### config.mk
export PLATFORM = sky130hd
export DESIGN_NAME = multi_channel_pressure_bang_bang_top
export DESIGN_NICKNAME = d
export VERILOG_FILES = /design/src/rtl/mcpbb_pkg.sv /design/src/rtl/mcpbb_lane.sv /design/src/rtl/mcpbb_merge.sv /design/src/rtl/multi_channel_pressure_bang_bang_top.sv
export SDC_FILE = /design/constraint.sdc
export NUM_CORES = 1
export LEC_CHECK = 0
export ABC_AREA = 1
export BUFFER_PORTS_ARGS = -buffer_cell sky130_fd_sc_hd__buf_4
export CAP_MARGIN = 10
export CORE_AREA = 5 5 209 170
export CTS_BUF_LIST = sky130_fd_sc_hd__clkbuf_4 sky130_fd_sc_hd__clkbuf_8
export CTS_CLUSTER_SIZE = 20
export DETAILED_ROUTE_END_ITERATION = 8
export DIE_AREA = 0 0 214 175
export PLACE_DENSITY_LB_ADDON = 0.3
export SKIP_LAST_GASP = 1
export SYNTH_ARGS = -nofsm -noshare
export SYNTH_HDL_FRONTEND = slang
export SYNTH_SLANG_ARGS = --single-unit
### constraint.sdc
create_clock -name clock -period 10.6 [get_ports clock]
set_clock_uncertainty 0.05 [all_clocks]
set_input_delay 0.53 -clock clock [delete_from_list [all_inputs] [get_ports clock]]
set_output_delay 0.53 -clock clock [all_outputs]
set_load 0.005 [all_outputs]
### src/rtl/mcpbb_pkg.sv
// shared types and constants of the pressure regulator
package mcpbb_pkg;

   localparam int NUM_CHANNELS = 6;
   localparam int MASK_W       = 6;
   localparam int CHAN_W       = 3;
   localparam int PRES_W       = 16;
   localparam int SPEED_W      = 8;
   localparam int MAXP_W       = 15;
   localparam int CSR_IDX_W    = 3;
   localparam int CSR_DATA_W   = 15;

   localparam logic                RST_AUTO_PUMP     = 1'b1;
   localparam logic [SPEED_W-1:0]  RST_MANUAL_SPEED  = 8'd0;
   localparam logic [SPEED_W-1:0]  RST_SPEED_HIGH    = 8'd255;
   localparam logic [SPEED_W-1:0]  RST_SPEED_OFF     = 8'd0;
   localparam logic [SPEED_W-1:0]  RST_SPEED_DEFAULT = 8'd128;
   localparam logic [MAXP_W-1:0]   RST_MAX_PRESSURE  = 15'd2304;

   typedef enum logic [CSR_IDX_W-1:0] {
      REG_AUTO_PUMP     = 3'd0,
      REG_MANUAL_SPEED  = 3'd1,
      REG_SPEED_HIGH    = 3'd2,
      REG_SPEED_OFF     = 3'd3,
      REG_SPEED_DEFAULT = 3'd4,
      REG_MAX_PRESSURE  = 3'd5
   } csr_reg_type;

   localparam logic CMD_SET_TARGET = 1'b0;
   localparam logic CMD_TICK       = 1'b1;

   typedef struct packed {
      logic taken;
      logic fill;
      logic vent;
      logic hold;
      logic ckpt;
      logic infl;
      logic defl;
      logic serviced;
      logic pump_need;
   } lane_res_type;

   typedef struct packed {
      logic               accepted;
      logic [MASK_W-1:0]  fill;
      logic [MASK_W-1:0]  vent;
      logic [MASK_W-1:0]  hold;
      logic [MASK_W-1:0]  infl;
      logic [MASK_W-1:0]  defl;
      logic [MASK_W-1:0]  ckpt;
      logic [SPEED_W-1:0] pump_power;
      logic               pump_written;
      logic               serviced;
   } rsp_type;

endpackage

### src/rtl/mcpbb_lane.sv
// one channel: target store, inflate/deflate flags and valve decision
module mcpbb_lane import mcpbb_pkg::*; (
   input  logic                     clock,
   input  logic                     reset,
   input  logic                     accept,
   input  logic                     command,
   input  logic                     select,
   input  logic                     calibrated,
   input  logic                     motion_active,
   input  logic signed [PRES_W-1:0] target_clamped,
   input  logic signed [PRES_W-1:0] pressure,
   output lane_res_type             res
);

   logic                     infl_ff, infl_in;
   logic                     defl_ff, defl_in;
   logic signed [PRES_W-1:0] target_ff, target_in;

   always_comb begin
      res       = '0;
      infl_in   = infl_ff;
      defl_in   = defl_ff;
      target_in = target_ff;
      if (command == CMD_SET_TARGET) begin
         if (select) begin
            res.taken = 1'b1;
            target_in = target_clamped;
            if (pressure < target_clamped) begin
               infl_in  = 1'b1;
               defl_in  = 1'b0;
               res.fill = 1'b1;
            end else if (pressure > target_clamped) begin
               defl_in  = 1'b1;
               infl_in  = 1'b0;
               res.vent = 1'b1;
            end else begin
               res.hold = 1'b1;
               res.ckpt = motion_active;
            end
         end
      end else if (calibrated) begin
         if (infl_ff) begin
            res.serviced = 1'b1;
            if (pressure > target_ff) begin
               res.hold = 1'b1;
               res.ckpt = motion_active;
               infl_in  = 1'b0;
               defl_in  = 1'b0;
            end else begin
               res.pump_need = 1'b1;
            end
         end
         if (defl_in) begin
            res.serviced = 1'b1;
            if (pressure <= target_ff) begin
               res.hold = 1'b1;
               res.ckpt = motion_active;
               infl_in  = 1'b0;
               defl_in  = 1'b0;
            end
         end
      end
      res.infl = infl_in;
      res.defl = defl_in;
   end

   always_ff @(posedge clock) begin
      if (reset) begin
         infl_ff   <= 1'b0;
         defl_ff   <= 1'b0;
         target_ff <= '0;
      end else if (accept) begin
         infl_ff   <= infl_in;
         defl_ff   <= defl_in;
         target_ff <= target_in;
      end
   end

endmodule

### src/rtl/mcpbb_merge.sv
// merges lane results into masks and runs the automatic pump level
module mcpbb_merge import mcpbb_pkg::*; (
   input  logic               clock,
   input  logic               reset,
   input  logic               accept,
   input  logic               command,
   input  logic               auto_pump,
   input  logic [SPEED_W-1:0] manual_speed,
   input  logic [SPEED_W-1:0] speed_high,
   input  logic [SPEED_W-1:0] speed_off,
   input  lane_res_type       lanes [NUM_CHANNELS],
   output rsp_type            res
);

   logic [SPEED_W-1:0] level_ff, level_in;
   logic               taken_any;
   logic               serviced_any;
   logic               need_any;

   always_comb begin
      res          = '0;
      taken_any    = 1'b0;
      serviced_any = 1'b0;
      need_any     = 1'b0;
      for (int i = 0; i < NUM_CHANNELS; i++) begin
         res.fill[i]  = lanes[i].fill;
         res.vent[i]  = lanes[i].vent;
         res.hold[i]  = lanes[i].hold;
         res.ckpt[i]  = lanes[i].ckpt;
         res.infl[i]  = lanes[i].infl;
         res.defl[i]  = lanes[i].defl;
         taken_any    = taken_any | lanes[i].taken;
         serviced_any = serviced_any | lanes[i].serviced;
         need_any     = need_any | lanes[i].pump_need;
      end
      level_in         = level_ff;
      res.pump_written = 1'b0;
      if (command == CMD_TICK && auto_pump) begin
         level_in         = need_any ? speed_high : speed_off;
         res.pump_written = 1'b1;
      end
      res.accepted   = (command == CMD_TICK) | taken_any;
      res.serviced   = (command == CMD_TICK) & serviced_any;
      res.pump_power = auto_pump ? level_in : manual_speed;
   end

   always_ff @(posedge clock) begin
      if (reset) begin
         level_ff <= RST_SPEED_DEFAULT;
      end else if (accept) begin
         level_ff <= level_in;
      end
   end

endmodule

### src/rtl/multi_channel_pressure_bang_bang_top.sv
// top level of the six-channel on/off pressure regulator
// a result beat appears in the cycle after its request beat is taken
// throughput: one request beat per cycle; the output register holds one beat,
// and the request side stalls only while that beat is stalled
// reset: synchronous, active high; clears flags, targets and output valid,
// loads register defaults and the automatic pump level of 128
module multi_channel_pressure_bang_bang_top import mcpbb_pkg::*; (
   input  logic                     clock,
   input  logic                     reset,
   input  logic                     csr_write_enable,
   input  logic [CSR_IDX_W-1:0]     csr_index,
   input  logic [CSR_DATA_W-1:0]    csr_write_data,
   input  logic                     req_valid,
   output logic                     req_stall,
   input  logic                     req_command,
   input  logic [CHAN_W-1:0]        req_channel,
   input  logic signed [PRES_W-1:0] req_target_pressure,
   input  logic signed [PRES_W-1:0] req_pressure_a,
   input  logic signed [PRES_W-1:0] req_pressure_b,
   input  logic signed [PRES_W-1:0] req_pressure_c,
   input  logic signed [PRES_W-1:0] req_pressure_d,
   input  logic signed [PRES_W-1:0] req_pressure_e,
   input  logic signed [PRES_W-1:0] req_pressure_f,
   input  logic [MASK_W-1:0]        req_calibrated_mask,
   input  logic                     req_motion_active,
   output logic                     rsp_valid,
   input  logic                     rsp_stall,
   output logic                     rsp_accepted,
   output logic [MASK_W-1:0]        rsp_fill_mask,
   output logic [MASK_W-1:0]        rsp_vent_mask,
   output logic [MASK_W-1:0]        rsp_hold_mask,
   output logic [MASK_W-1:0]        rsp_inflating_mask,
   output logic [MASK_W-1:0]        rsp_deflating_mask,
   output logic [MASK_W-1:0]        rsp_checkpoint_clear_mask,
   output logic [SPEED_W-1:0]       rsp_pump_power,
   output logic                     rsp_pump_written,
   output logic                     rsp_serviced
);

   logic               auto_pump_ff;
   logic [SPEED_W-1:0] manual_speed_ff;
   logic [SPEED_W-1:0] speed_high_ff;
   logic [SPEED_W-1:0] speed_off_ff;
   logic [MAXP_W-1:0]  max_pressure_ff;

   logic                     accept;
   logic signed [PRES_W-1:0] max_signed;
   logic signed [PRES_W-1:0] target_clamped;
   logic signed [PRES_W-1:0] pressure [MASK_W];
   lane_res_type             lanes [NUM_CHANNELS];
   rsp_type                  merged;
   rsp_type                  out_ff;
   logic                     out_valid_ff;

   // configuration registers
   always_ff @(posedge clock) begin
      if (reset) begin
         auto_pump_ff     <= RST_AUTO_PUMP;
         manual_speed_ff  <= RST_MANUAL_SPEED;
         speed_high_ff    <= RST_SPEED_HIGH;
         speed_off_ff     <= RST_SPEED_OFF;
         max_pressure_ff  <= RST_MAX_PRESSURE;
      end else if (csr_write_enable) begin
         unique case (csr_reg_type'(csr_index))
            REG_AUTO_PUMP:     auto_pump_ff     <= csr_write_data[0];
            REG_MANUAL_SPEED:  manual_speed_ff  <= csr_write_data[SPEED_W-1:0];
            REG_SPEED_HIGH:    speed_high_ff    <= csr_write_data[SPEED_W-1:0];
            REG_SPEED_OFF:     speed_off_ff     <= csr_write_data[SPEED_W-1:0];
            // speed_default only seeds the level at reset
            REG_SPEED_DEFAULT: ;
            REG_MAX_PRESSURE:  max_pressure_ff  <= csr_write_data[MAXP_W-1:0];
            default: ;
         endcase
      end
   end

   assign accept    = req_valid & ~req_stall;
   assign req_stall = out_valid_ff & rsp_stall;

   // clamp to 0..max
   assign max_signed = signed'({1'b0, max_pressure_ff});
   always_comb begin
      target_clamped = req_target_pressure;
      if (req_target_pressure > max_signed) begin
         target_clamped = max_signed;
      end else if (req_target_pressure < 0) begin
         target_clamped = '0;
      end
   end

   assign pressure[0] = req_pressure_a;
   assign pressure[1] = req_pressure_b;
   assign pressure[2] = req_pressure_c;
   assign pressure[3] = req_pressure_d;
   assign pressure[4] = req_pressure_e;
   assign pressure[5] = req_pressure_f;

   for (genvar i = 0; i < NUM_CHANNELS; i++) begin : g_lane
      mcpbb_lane u_lane (
         .clock          (clock),
         .reset          (reset),
         .accept         (accept),
         .command        (req_command),
         .select         ((req_channel == CHAN_W'(i)) & req_calibrated_mask[i]),
         .calibrated     (req_calibrated_mask[i]),
         .motion_active  (req_motion_active),
         .target_clamped (target_clamped),
         .pressure       (pressure[i]),
         .res            (lanes[i])
      );
   end

   mcpbb_merge u_merge (
      .clock        (clock),
      .reset        (reset),
      .accept       (accept),
      .command      (req_command),
      .auto_pump    (auto_pump_ff),
      .manual_speed (manual_speed_ff),
      .speed_high   (speed_high_ff),
      .speed_off    (speed_off_ff),
      .lanes        (lanes),
      .res          (merged)
   );

   // output register
   always_ff @(posedge clock) begin
      if (reset) begin
         out_valid_ff <= 1'b0;
      end else if (accept) begin
         out_valid_ff <= 1'b1;
      end else if (!rsp_stall) begin
         out_valid_ff <= 1'b0;
      end
   end

   always_ff @(posedge clock) begin
      if (accept) begin
         out_ff <= merged;
      end
   end

   assign rsp_valid                 = out_valid_ff;
   assign rsp_accepted              = out_ff.accepted;
   assign rsp_fill_mask             = out_ff.fill;
   assign rsp_vent_mask             = out_ff.vent;
   assign rsp_hold_mask             = out_ff.hold;
   assign rsp_inflating_mask        = out_ff.infl;
   assign rsp_deflating_mask        = out_ff.defl;
   assign rsp_checkpoint_clear_mask = out_ff.ckpt;
   assign rsp_pump_power            = out_ff.pump_power;
   assign rsp_pump_written          = out_ff.pump_written;
   assign rsp_serviced              = out_ff.serviced;

endmodule

==> metrics.md, run 1 <==
| Metric | Value |
|---|---|
| Pins over their slew limit | 0 |
| Die Wd | 214 µm |
| TritonCTS clock tree | built |
| Max-capacitance violation count | 0 |
| Clock Tree Buf Depth | 2 |
| CTS H-tree lvls | 4 |
| Die ar. | 0.0375 mm² |
| Post-Syn Area | 0.0131 mm² |
| DRT Pass-1 Iters | 6 |
| Top FF cell, synth | dfxtp_1 |
| Area of the multi-input gates | 0.00708 mm² |
| Crit path max-delay cell type | o21ai_0 |
| Cells after synthesis | 1800 |
| Synth Register Bits | 198 |
| Syn avg cell area | 7.28 µm² |
| Number of CTS-inserted buffers | 17 |
| Drt wl/cell | 17.4 µm |
| Largest net degree at the start of global routing | 79 |
| Post-synth top cells | inv_1, nand2_1, a21oi_1 |
| Hold-fix buffers, CTS | 0 |
| Final core area utilization | 46.3% |
| Yosys Warn Count | 0 |
| First-pass GRT wire length | 64700 µm |
| Iter 0 DRT Violations | 884 |
| Fraction of layout cells with a size suffix above 1 | 13.5% |
| Final Cycle Share | 45.6% |
| Post-route cell area | 0.0154 mm² |
| Worst vdd ir | 71.0 µV |
| Core Rows | 60 |
| Hold_ws | 0.220 ns |
| Global placer's final weighted congestion | 0.888 |
| Drt drc | 0 |
| Crit path DAT | 5.03 ns |
| P per Cell Area | 112 mW/mm² |
| Crit path time final | 4.83 ns |
| Seq. cell area | 0.00443 mm² |
| Slew @ Worst Pin | 1.01 ns |
| Leakage | 0.00784 µW |
| Status | completed |
| Library cells used by synthesis | 38 |
| Die height | 175 µm |
| Syn nets | 2129 |
| Clock Latency Late Sink | 0.50 ns |
| CP Class | register to register |
| Clk sinks | 198 |
| Post-CTS sizing | 0 |
| Leading area contributor after synthesis | dfxtp_1 |
| Post-synthesis sequential area ratio | 33.8% |
| Vias per inst | 5.18 |
| Pre-CTS setup slack | 5.54 ns |
| Post-DP Area | 0.0150 mm² |
| Clock Pin Slew Worst Setup and Hold Paths | 0.10 ns |
| DP HPWL | 33100 µm |
| CP startpoint kind | register |
| Critical Path RT | 10.80 ns |
| Post-Route WL | 42200 µm |
| Critical Path Max Stage Delay | 0.55 ns |
| Remaining Overflow, GRT | 0 |
| Post-DRT Antenna Nets | 0 |
| Antenna violations before repair | 5 |
| Boundary pin count | 195 |
| FMAX | 207 MHz |
| R2R Setup Slk | 5.77 ns |
| EDFF count, synth | 47 |
| Port bufs | 194 |
| Worst Slack Setup Final | 5.77 ns |
| Setup TNS | 0 ns |
| Vias in the first global route | 11800 |
| Critical Path End Type | register |
| Initial Utilization | 39.4% |
| Final Hold Fails | 0 |
| Synth top area share | 23.1% |
| Final net count | 2297 |
| Layout fillers | 3376 |
| Crit-path max FO | 19 |
| Total GRT Usage | 22.0% |
| Root Driver | clkbuf_8 |
| Fraction of registers with async set/reset | 0% |
| Total number of vias | 12500 |
| Finish-stage setup viols | 0 |
| Relative slew slack | 32.5% |
| Post-CTS setup repair buffer count | 0 |
| Hold crit path type | input pin to register |
| Unrepaired setup endpoints after global routing | no |
| Layout area overhead | 17.4% |
| Synth top area cells | dfxtp_1, ha_1, edfxtp_1, inv_1, nand2_1 |
| Core area | 0.0333 mm² |
| Most frequent cell after synthesis | inv_1 |
worst paths after layout:
path              cells after the start                from                     to
setup / recovery                     25  max_pressure_ff[7]  rsp_deflating_mask[5]
hold / removal                        3   csr_write_data[8]     max_pressure_ff[8]
setup reg to reg                     25  max_pressure_ff[7]  rsp_deflating_mask[5]
hold reg to reg                       2     speed_off_ff[5]        speed_off_ff[5]
layout by cell type (no fill, tap or decap), types with 2 or more instances in the layout:
cell type,n
o211ai_1,15
nand4_1,35
o21a_1,4
clkinvlp_4,2
nand2_2,19
nor2_1,101
a21oi_1,199
inv_2,2
diode_2,7
and3_1,5
a221oi_1,3
a21o_1,3
nand2_1,286
clkbuf_4,2
buf_4,202
ha_1,183
a31oi_1,11
inv_6,8
edfxtp_1,47
nand2_4,4
nor4_1,3
o21ai_0,153
a211oi_1,8
o21ai_1,7
dfxtp_1,151
inv_1,371
nand3_1,86
nor2_2,3
clkbuf_8,18
nor3_1,19
o21bai_1,11
a2111oi_0,2
nand3b_1,6
where the power goes:
group / switching [µW] / internal [µW]
Sequential: 12.1 / 804
Combinational: 242 / 154
Clock: 302 / 206
critical path: cells and delay by family, from the launching register on:
| kind | cells | cell delay, ns |
|---|---|---|
| flops | 1 | 0.35 |
| fa+ha+maj | 2 | 0.64 |
| buf+inv | 7 | 0.96 |
| simple gates | 14 | 1.83 |
| compound gates | 2 | 0.74 |
flip-flops by register name (all words and copies together) (netlist names), 6 cells and up:
register,count
speed_high_ff,8
rsp_deflating_mask,6
rsp_fill_mask,6
u_merge.level_ff,8
rsp_inflating_mask,6
max_pressure_ff,15
rsp_hold_mask,6
speed_off_ff,8
rsp_pump_power,8
g_lane.u_lane.infl_ff,6
g_lane.u_lane.defl_ff,6
rsp_vent_mask,6
rsp_checkpoint_clear_mask,6
manual_speed_ff,8
g_lane.u_lane.target_ff,90
through the flow:
stage	std cells	power [µW]
finish	2422	1720
CTS	2415	1740
global placement	2383	1220
detailed placement	2383	1230
global route	2419	1810
floorplan	1800	1060
layout make-up:
type / count / area share [%]
Multi-Input combinational cell: 1175 / 46.0
Sequential cell: 198 / 28.8
Timing Repair Buffer: 202 / 9.85
Inverter: 374 / 9.12
Tap cell: 434 / 3.53
Clock buffer: 20 / 1.71
Clock inverter: 12 / 0.854
Antenna cell: 7 / 0.114
metal layers:
metal	vias up	share of wire [%]	global-route usage, %
met2	420	46	36.0
li1	6267	-	-
met3	70	7.0	4.31
met1	5777	44	28.9
met4	2	3.1	8.53
met5	-	0.047	0
logic make-up after synthesis:
family | share of synthesized area (%)
buf+inv | 12.3
simple gates | 19.0
flops | 33.8
compound gates | 17.3
fa+ha+maj | 17.5
Note: power is estimated with default switching activity, not from simulation.
==> run 2: changes to the inputs <==
==> constraint.sdc (replaced) <==
create_clock -name clock -period 4.4 [get_ports clock]
set_clock_uncertainty 0.05 [all_clocks]
set_input_delay 0.22 -clock clock [delete_from_list [all_inputs] [get_ports clock]]
set_output_delay 0.22 -clock clock [all_outputs]
set_load 0.005 [all_outputs]
==> metrics.md, run 2 (synthesis results as in run 1) <==
| Metric | Value |
|---|---|
| Post-route cell area | 0.0158 mm² |
| First-pass GRT wire length | 66200 µm |
| Worst Path Buf+Inv | 8 |
| Area of the multi-input gates | 0.00707 mm² |
| Largest net degree at the start of global routing | 59 |
| Biggest regs | g_lane.u_lane.target_ff: 90 flops, max_pressure_ff: 15 flops |
| CP Class | register to register |
| Hold crit path type | input pin to register |
| Clock Tree Buf Depth | 2 |
| Crit path DAT | 4.24 ns |
| Fraction of layout cells with a size suffix above 1 | 14.8% |
| Die height | 175 µm |
| Global placer's final weighted congestion | 0.926 |
| Vias in the first global route | 11900 |
| M3 GR Usage | 4.43% |
| Drt drc | 0 |
| Port bufs | 194 |
| Post-DP Area | 0.0152 mm² |
| Number of CTS-inserted buffers | 17 |
| P_sw | 1430 µW |
| Final Cycle Share | 91.6% |
| Iter 0 DRT Violations | 1031 |
| Register with the most flip-flops | g_lane.u_lane.target_ff |
| TritonCTS clock tree | built |
| Remaining Overflow, GRT | 0 |
| Logic gate share of total power | 23.9% |
| Clk sinks | 198 |
| Overall Power | 4230 µW |
| DRT Pass-1 Iters | 5 |
| Switch share | 33.9% |
| GR Util met1 | 29.5% |
| Critical Path Max Stage Delay | 0.35 ns |
| Layout area overhead | 20.7% |
| Boundary pin count | 195 |
| P per Cell Area | 267 mW/mm² |
| CP startpoint kind | register |
| Drt wl/cell | 17.5 µm |
| Crit path max-delay cell type | dfxtp_1 |
| Slew @ Worst Pin | 0.931 ns |
| Antenna violations before repair | 3 |
| Sequential Power Share | 46.5% |
| Final Hold Fails | 0 |
| Crit path top cell by count | nand2_1 |
| Worst vdd ir | 164 µV |
| FMAX | 248 MHz |
| DP HPWL | 33600 µm |
| Worst r2r src | max_pressure_ff[7] |
| Unrepaired setup endpoints after global routing | no |
| Commonest non-fill, non-tap cell in the layout | inv_1 |
| Initial Utilization | 39.4% |
| Most frequent cells in the layout | inv_1, nand2_1, buf_4 |
| Post-Route WL | 43300 µm |
| Post-DRT Antenna Nets | 0 |
| Max-capacitance violation count | 0 |
| Seq. cell area | 0.00443 mm² |
| Worst Hold Launch | req_calibrated_mask[1] |
| Crit-path max FO | 19 |
| Largest register FFs | 90 |
| CP top delay family | simple AND/OR/NAND/NOR gates |
| Leakage | 0.00807 µW |
| Relative slew slack | 37.7% |
| Status | completed |
| Setup TNS | 0 ns |
| Critical Path RT | 4.61 ns |
| Crit path time final | 4.03 ns |
| Total number of vias | 12700 |
| Pins over their slew limit | 0 |
| Root Driver | clkbuf_8 |
| CTS H-tree lvls | 4 |
| Finish-stage setup viols | 0 |
| Total GRT Usage | 22.6% |
| Die ar. | 0.0375 mm² |
| Vias per inst | 5.12 |
| Die Wd | 214 µm |
| Clock Latency Late Sink | 0.50 ns |
| Internal Dissipation | 2790 µW |
| Final net count | 2348 |
| Layout fillers | 3323 |
| Met2 Usage GRT | 37.7% |
| Clock Pin Slew Worst Setup and Hold Paths | 0.13 ns |
| CP Launch Point | max_pressure_ff[7] |
| Busiest grt layer | met2 |
| Clock share of power | 29.5% |
| Critical Path End Type | register |
| Core Rows | 60 |
| Core area | 0.0333 mm² |
==> run 2: changes by cell type in the layout (fill, tap and decap cells not counted), sizes merged <==
cell | before | now
buf | 202 | 234
bufinv | 1 | 0
clkbuf | 20 | 18
clkinv | 2 | 7
diode | 7 | 3
dlygate4sd3 | 0 | 19
inv | 381 | 379
==> run 2: what timing repair did <==
item,4_1_cts,5_1_grt
setup buffers,0,2
setup endpoints to repair,0,10
hold buffers,19,0
hold endpoints to repair,34,0
gates resized for setup,0,1
==> run 2: metrics by stage <==
stage	worst slack, ns	hold WS, ns	std cells	utilization (%)
final	0.370	0.0525	2469	47.6
after global placement	0.363	0.383	2413	45.7
after global routing	0.0118	0.0454	2468	47.6
after CTS	0.232	0.0177	2464	47.5
after floorplan	0.778	0.300	1800	-
after detailed placement	0.291	0.388	2413	45.7
==> run 2: path summary, 6_finish.rpt <==
kind,cells after the start,to,slack [ns]
setup reg to reg,26,rsp_deflating_mask[5],0.37
hold / removal,4,g_lane[1].u_lane.infl_ff,0.05
hold reg to reg,2,speed_off_ff[7],0.41
setup / recovery,26,rsp_deflating_mask[5],0.37
==> run 2: metal layers <==
layer  wire (µm)  share of wire (%)  vias to the layer above
li1            -                  -                     6367
met3        2980                6.9                       87
met1       19200                 44                     5802
met2       19800                 46                      396
met4        1330                3.1                        0
met5           0                  0                        -
==> run 2: tightest hold or removal path: cells and delay by family <==
family,cells,cell delay [ns]
AOI/OAI and AO/OA,2,0.14
and+or+nand+nor,1,0.09
buffers and inverters,1,0.12
==> run 2: area by class of cell <==
class | instances | area share (%)
Sequential cell | 198 | 28.0
Antenna cell | 3 | 0.0474
Timing Repair Buffer | 253 | 12.3
Clock inverter | 14 | 1.08
Tap cell | 434 | 3.43
Inverter | 374 | 8.89
Clock buffer | 18 | 1.57
Multi-Input combinational cell | 1175 | 44.7
==> run 2: power by group through the flow <==
stage | logic (µW) | clock network, µW | registers (µW)
after floorplan | 541 | 0 | 2010
after global placement | 957 | 0 | 2010
after detailed placement | 984 | 0 | 2010
after CTS | 1000 | 1280 | 1970
after global routing | 1130 | 1350 | 1970
final | 1010 | 1250 | 1970
==> run 3: changes to the inputs <==
--- a/config.mk
+++ b/config.mk
@@ -10,9 +10,10 @@
 export CAP_MARGIN = 10
 export CORE_AREA = 5 5 209 170
 export CTS_BUF_LIST = sky130_fd_sc_hd__clkbuf_4 sky130_fd_sc_hd__clkbuf_8
-export CTS_CLUSTER_SIZE = 20
+export CTS_CLUSTER_SIZE = 14
 export DETAILED_ROUTE_END_ITERATION = 8
 export DIE_AREA = 0 0 214 175
+export MAX_ROUTING_LAYER = met4
 export PLACE_DENSITY_LB_ADDON = 0.3
 export SKIP_LAST_GASP = 1
 export SYNTH_ARGS = -nofsm -noshare
==> metrics.md, run 3 (synthesis results as in run 1) <==
| Metric | Value |
|---|---|
| Layout fillers | 3326 |
| Initial Utilization | 39.4% |
| CP Class | register to register |
| CP startpoint kind | register |
| Post-DRT Antenna Nets | 0 |
| DP HPWL | 33700 µm |
| Unrepaired setup endpoints after global routing | no |
| Finish-stage setup viols | 0 |
| Slew @ Worst Pin | 0.991 ns |
| Biggest regs | g_lane.u_lane.target_ff: 90 flops, max_pressure_ff: 15 flops |
| Max-capacitance violation count | 0 |
| Total number of vias | 12600 |
| Worst vdd ir | 200 µV |
| Critical Path End Type | register |
| Fraction of layout cells with a size suffix above 1 | 14.9% |
| Die ar. | 0.0375 mm² |
| Leakage | 0.00809 µW |
| Total GRT Usage | 23.3% |
| Final Cycle Share | 90.0% |
| Final net count | 2351 |
| First-pass GRT wire length | 66600 µm |
| Critical Path RT | 4.61 ns |
| Antenna violations before repair | 4 |
| Core Rows | 60 |
| Overall Power | 4230 µW |
| Clock Tree Buf Depth | 2 |
| Remaining Overflow, GRT | 0 |
| Global placer's final weighted congestion | 0.930 |
| Post-Route WL | 43600 µm |
| Vias in the first global route | 12100 |
| Port bufs | 194 |
| CTS H-tree lvls | 4 |
| Number of CTS-inserted buffers | 17 |
| Largest register FFs | 90 |
| Commonest non-fill, non-tap cell in the layout | inv_1 |
| Post-route cell area | 0.0159 mm² |
| Die Wd | 214 µm |
| Worst Slack Setup Final | 0.439 ns |
| Register with the most flip-flops | g_lane.u_lane.target_ff |
| Clock Latency Late Sink | 0.52 ns |
| Crit path time final | 3.96 ns |
| DRT Pass-1 Iters | 7 |
| Vias per inst | 5.10 |
| Most frequent cells in the layout | inv_1, nand2_1, buf_4 |
| Die height | 175 µm |
| FMAX | 252 MHz |
| Boundary pin count | 195 |
| Clock Pin Slew Worst Setup and Hold Paths | 0.13 ns |
| Pre-CTS setup slack | 0.388 ns |
| Post-CTS setup repair buffer count | 0 |
| Core area | 0.0333 mm² |
| Iter 0 DRT Violations | 1069 |
| Root Driver | clkbuf_8 |
| TritonCTS clock tree | built |
| Setup TNS | 0 ns |
| Crit-path max FO | 12 |
| Largest net degree at the start of global routing | 60 |
| Drt drc | 0 |
| Final Hold Fails | 0 |
| Clk sinks | 198 |
| Hold crit path type | input pin to register |
| Crit path DAT | 4.17 ns |
| Status | completed |
| Post-DP Area | 0.0152 mm² |
| Drt wl/cell | 17.6 µm |
| Relative slew slack | 33.8% |
| Pins over their slew limit | 0 |
| P per Cell Area | 267 mW/mm² |
| Layout area overhead | 20.9% |
| Hold_ws | 0.0363 ns |
==> run 3: final timing paths <==
path | startpoint | endpoint | slack, ns | cells after the start
max reg2reg | max_pressure_ff[11] | rsp_deflating_mask[5] | 0.44 | 22
max | max_pressure_ff[11] | rsp_deflating_mask[5] | 0.44 | 22
min | req_calibrated_mask[1] | g_lane[1].u_lane.infl_ff | 0.04 | 4
min reg2reg | speed_off_ff[7] | speed_off_ff[7] | 0.41 | 2
==> run 3: layout make-up <==
type                    instances  area [µm²]  share of cell area [%]
diodes                          4        10.0                  0.0631
clock inverters                14         174                    1.10
clock buffers                  18         241                    1.52
multi-input cells            1175        7080                    44.6
inverters                     374        1410                    8.88
repair buffers                256        1970                    12.4
flip-flops and latches        198        4430                    28.0
well taps                     434         543                    3.42
==> run 3: layer usage <==
layer / track usage (%) / vias up / routed length (µm)
met5: - / - / 0
met4: 7.89 / 0 / 1400
met3: 4.07 / 78 / 2960
met2: 37.8 / 405 / 19800
met1: 29.7 / 5752 / 19400
li1: - / 6384 / -
==> run 3: report_power, final <==
part	switching [µW]	internal, µW	total, µW
Sequential	29.8	1940	1970
Clock	799	446	1240
Combinational	608	407	1020
Total	1440	2790	4230
==> run 3: what timing repair did <==
item                                   4_1_cts  5_1_grt
gates resized for setup                      0        2
setup endpoints to repair                    0        4
endpoints found under the hold margin       31        0
hold buffers                                19        0
==> run 3: critical path, stage by stage, from the launching register on <==
cell and delay [ns]:
dfxtp_1 0.37, inv_1 0.07, ha_1 0.31, a21oi_1 0.13, nand2_1 0.08, a21oi_1 0.14
nand2_1 0.14, nand2_4 0.17, clkinvlp_4 0.25, nand2_1 0.11, nand2_1 0.08, inv_1 0.32
ha_1 0.33, a21oi_1 0.13, nor3_1 0.06, nor3_1 0.14, o21ai_0 0.18, a21oi_1 0.16
nand2_1 0.09, nand2_1 0.13, nand2_1 0.11, o21ai_1 0.12, inv_1 0.05
==> run 3: stage by stage <==
stage | utilization (%) | std cells
6_report | 47.7 | 2473
5_1_grt | 47.7 | 2472
4_1_cts | 47.6 | 2469
3_5_place_dp | 45.8 | 2418
3_3_place_gp | 45.8 | 2418
2_1_floorplan | - | 1800
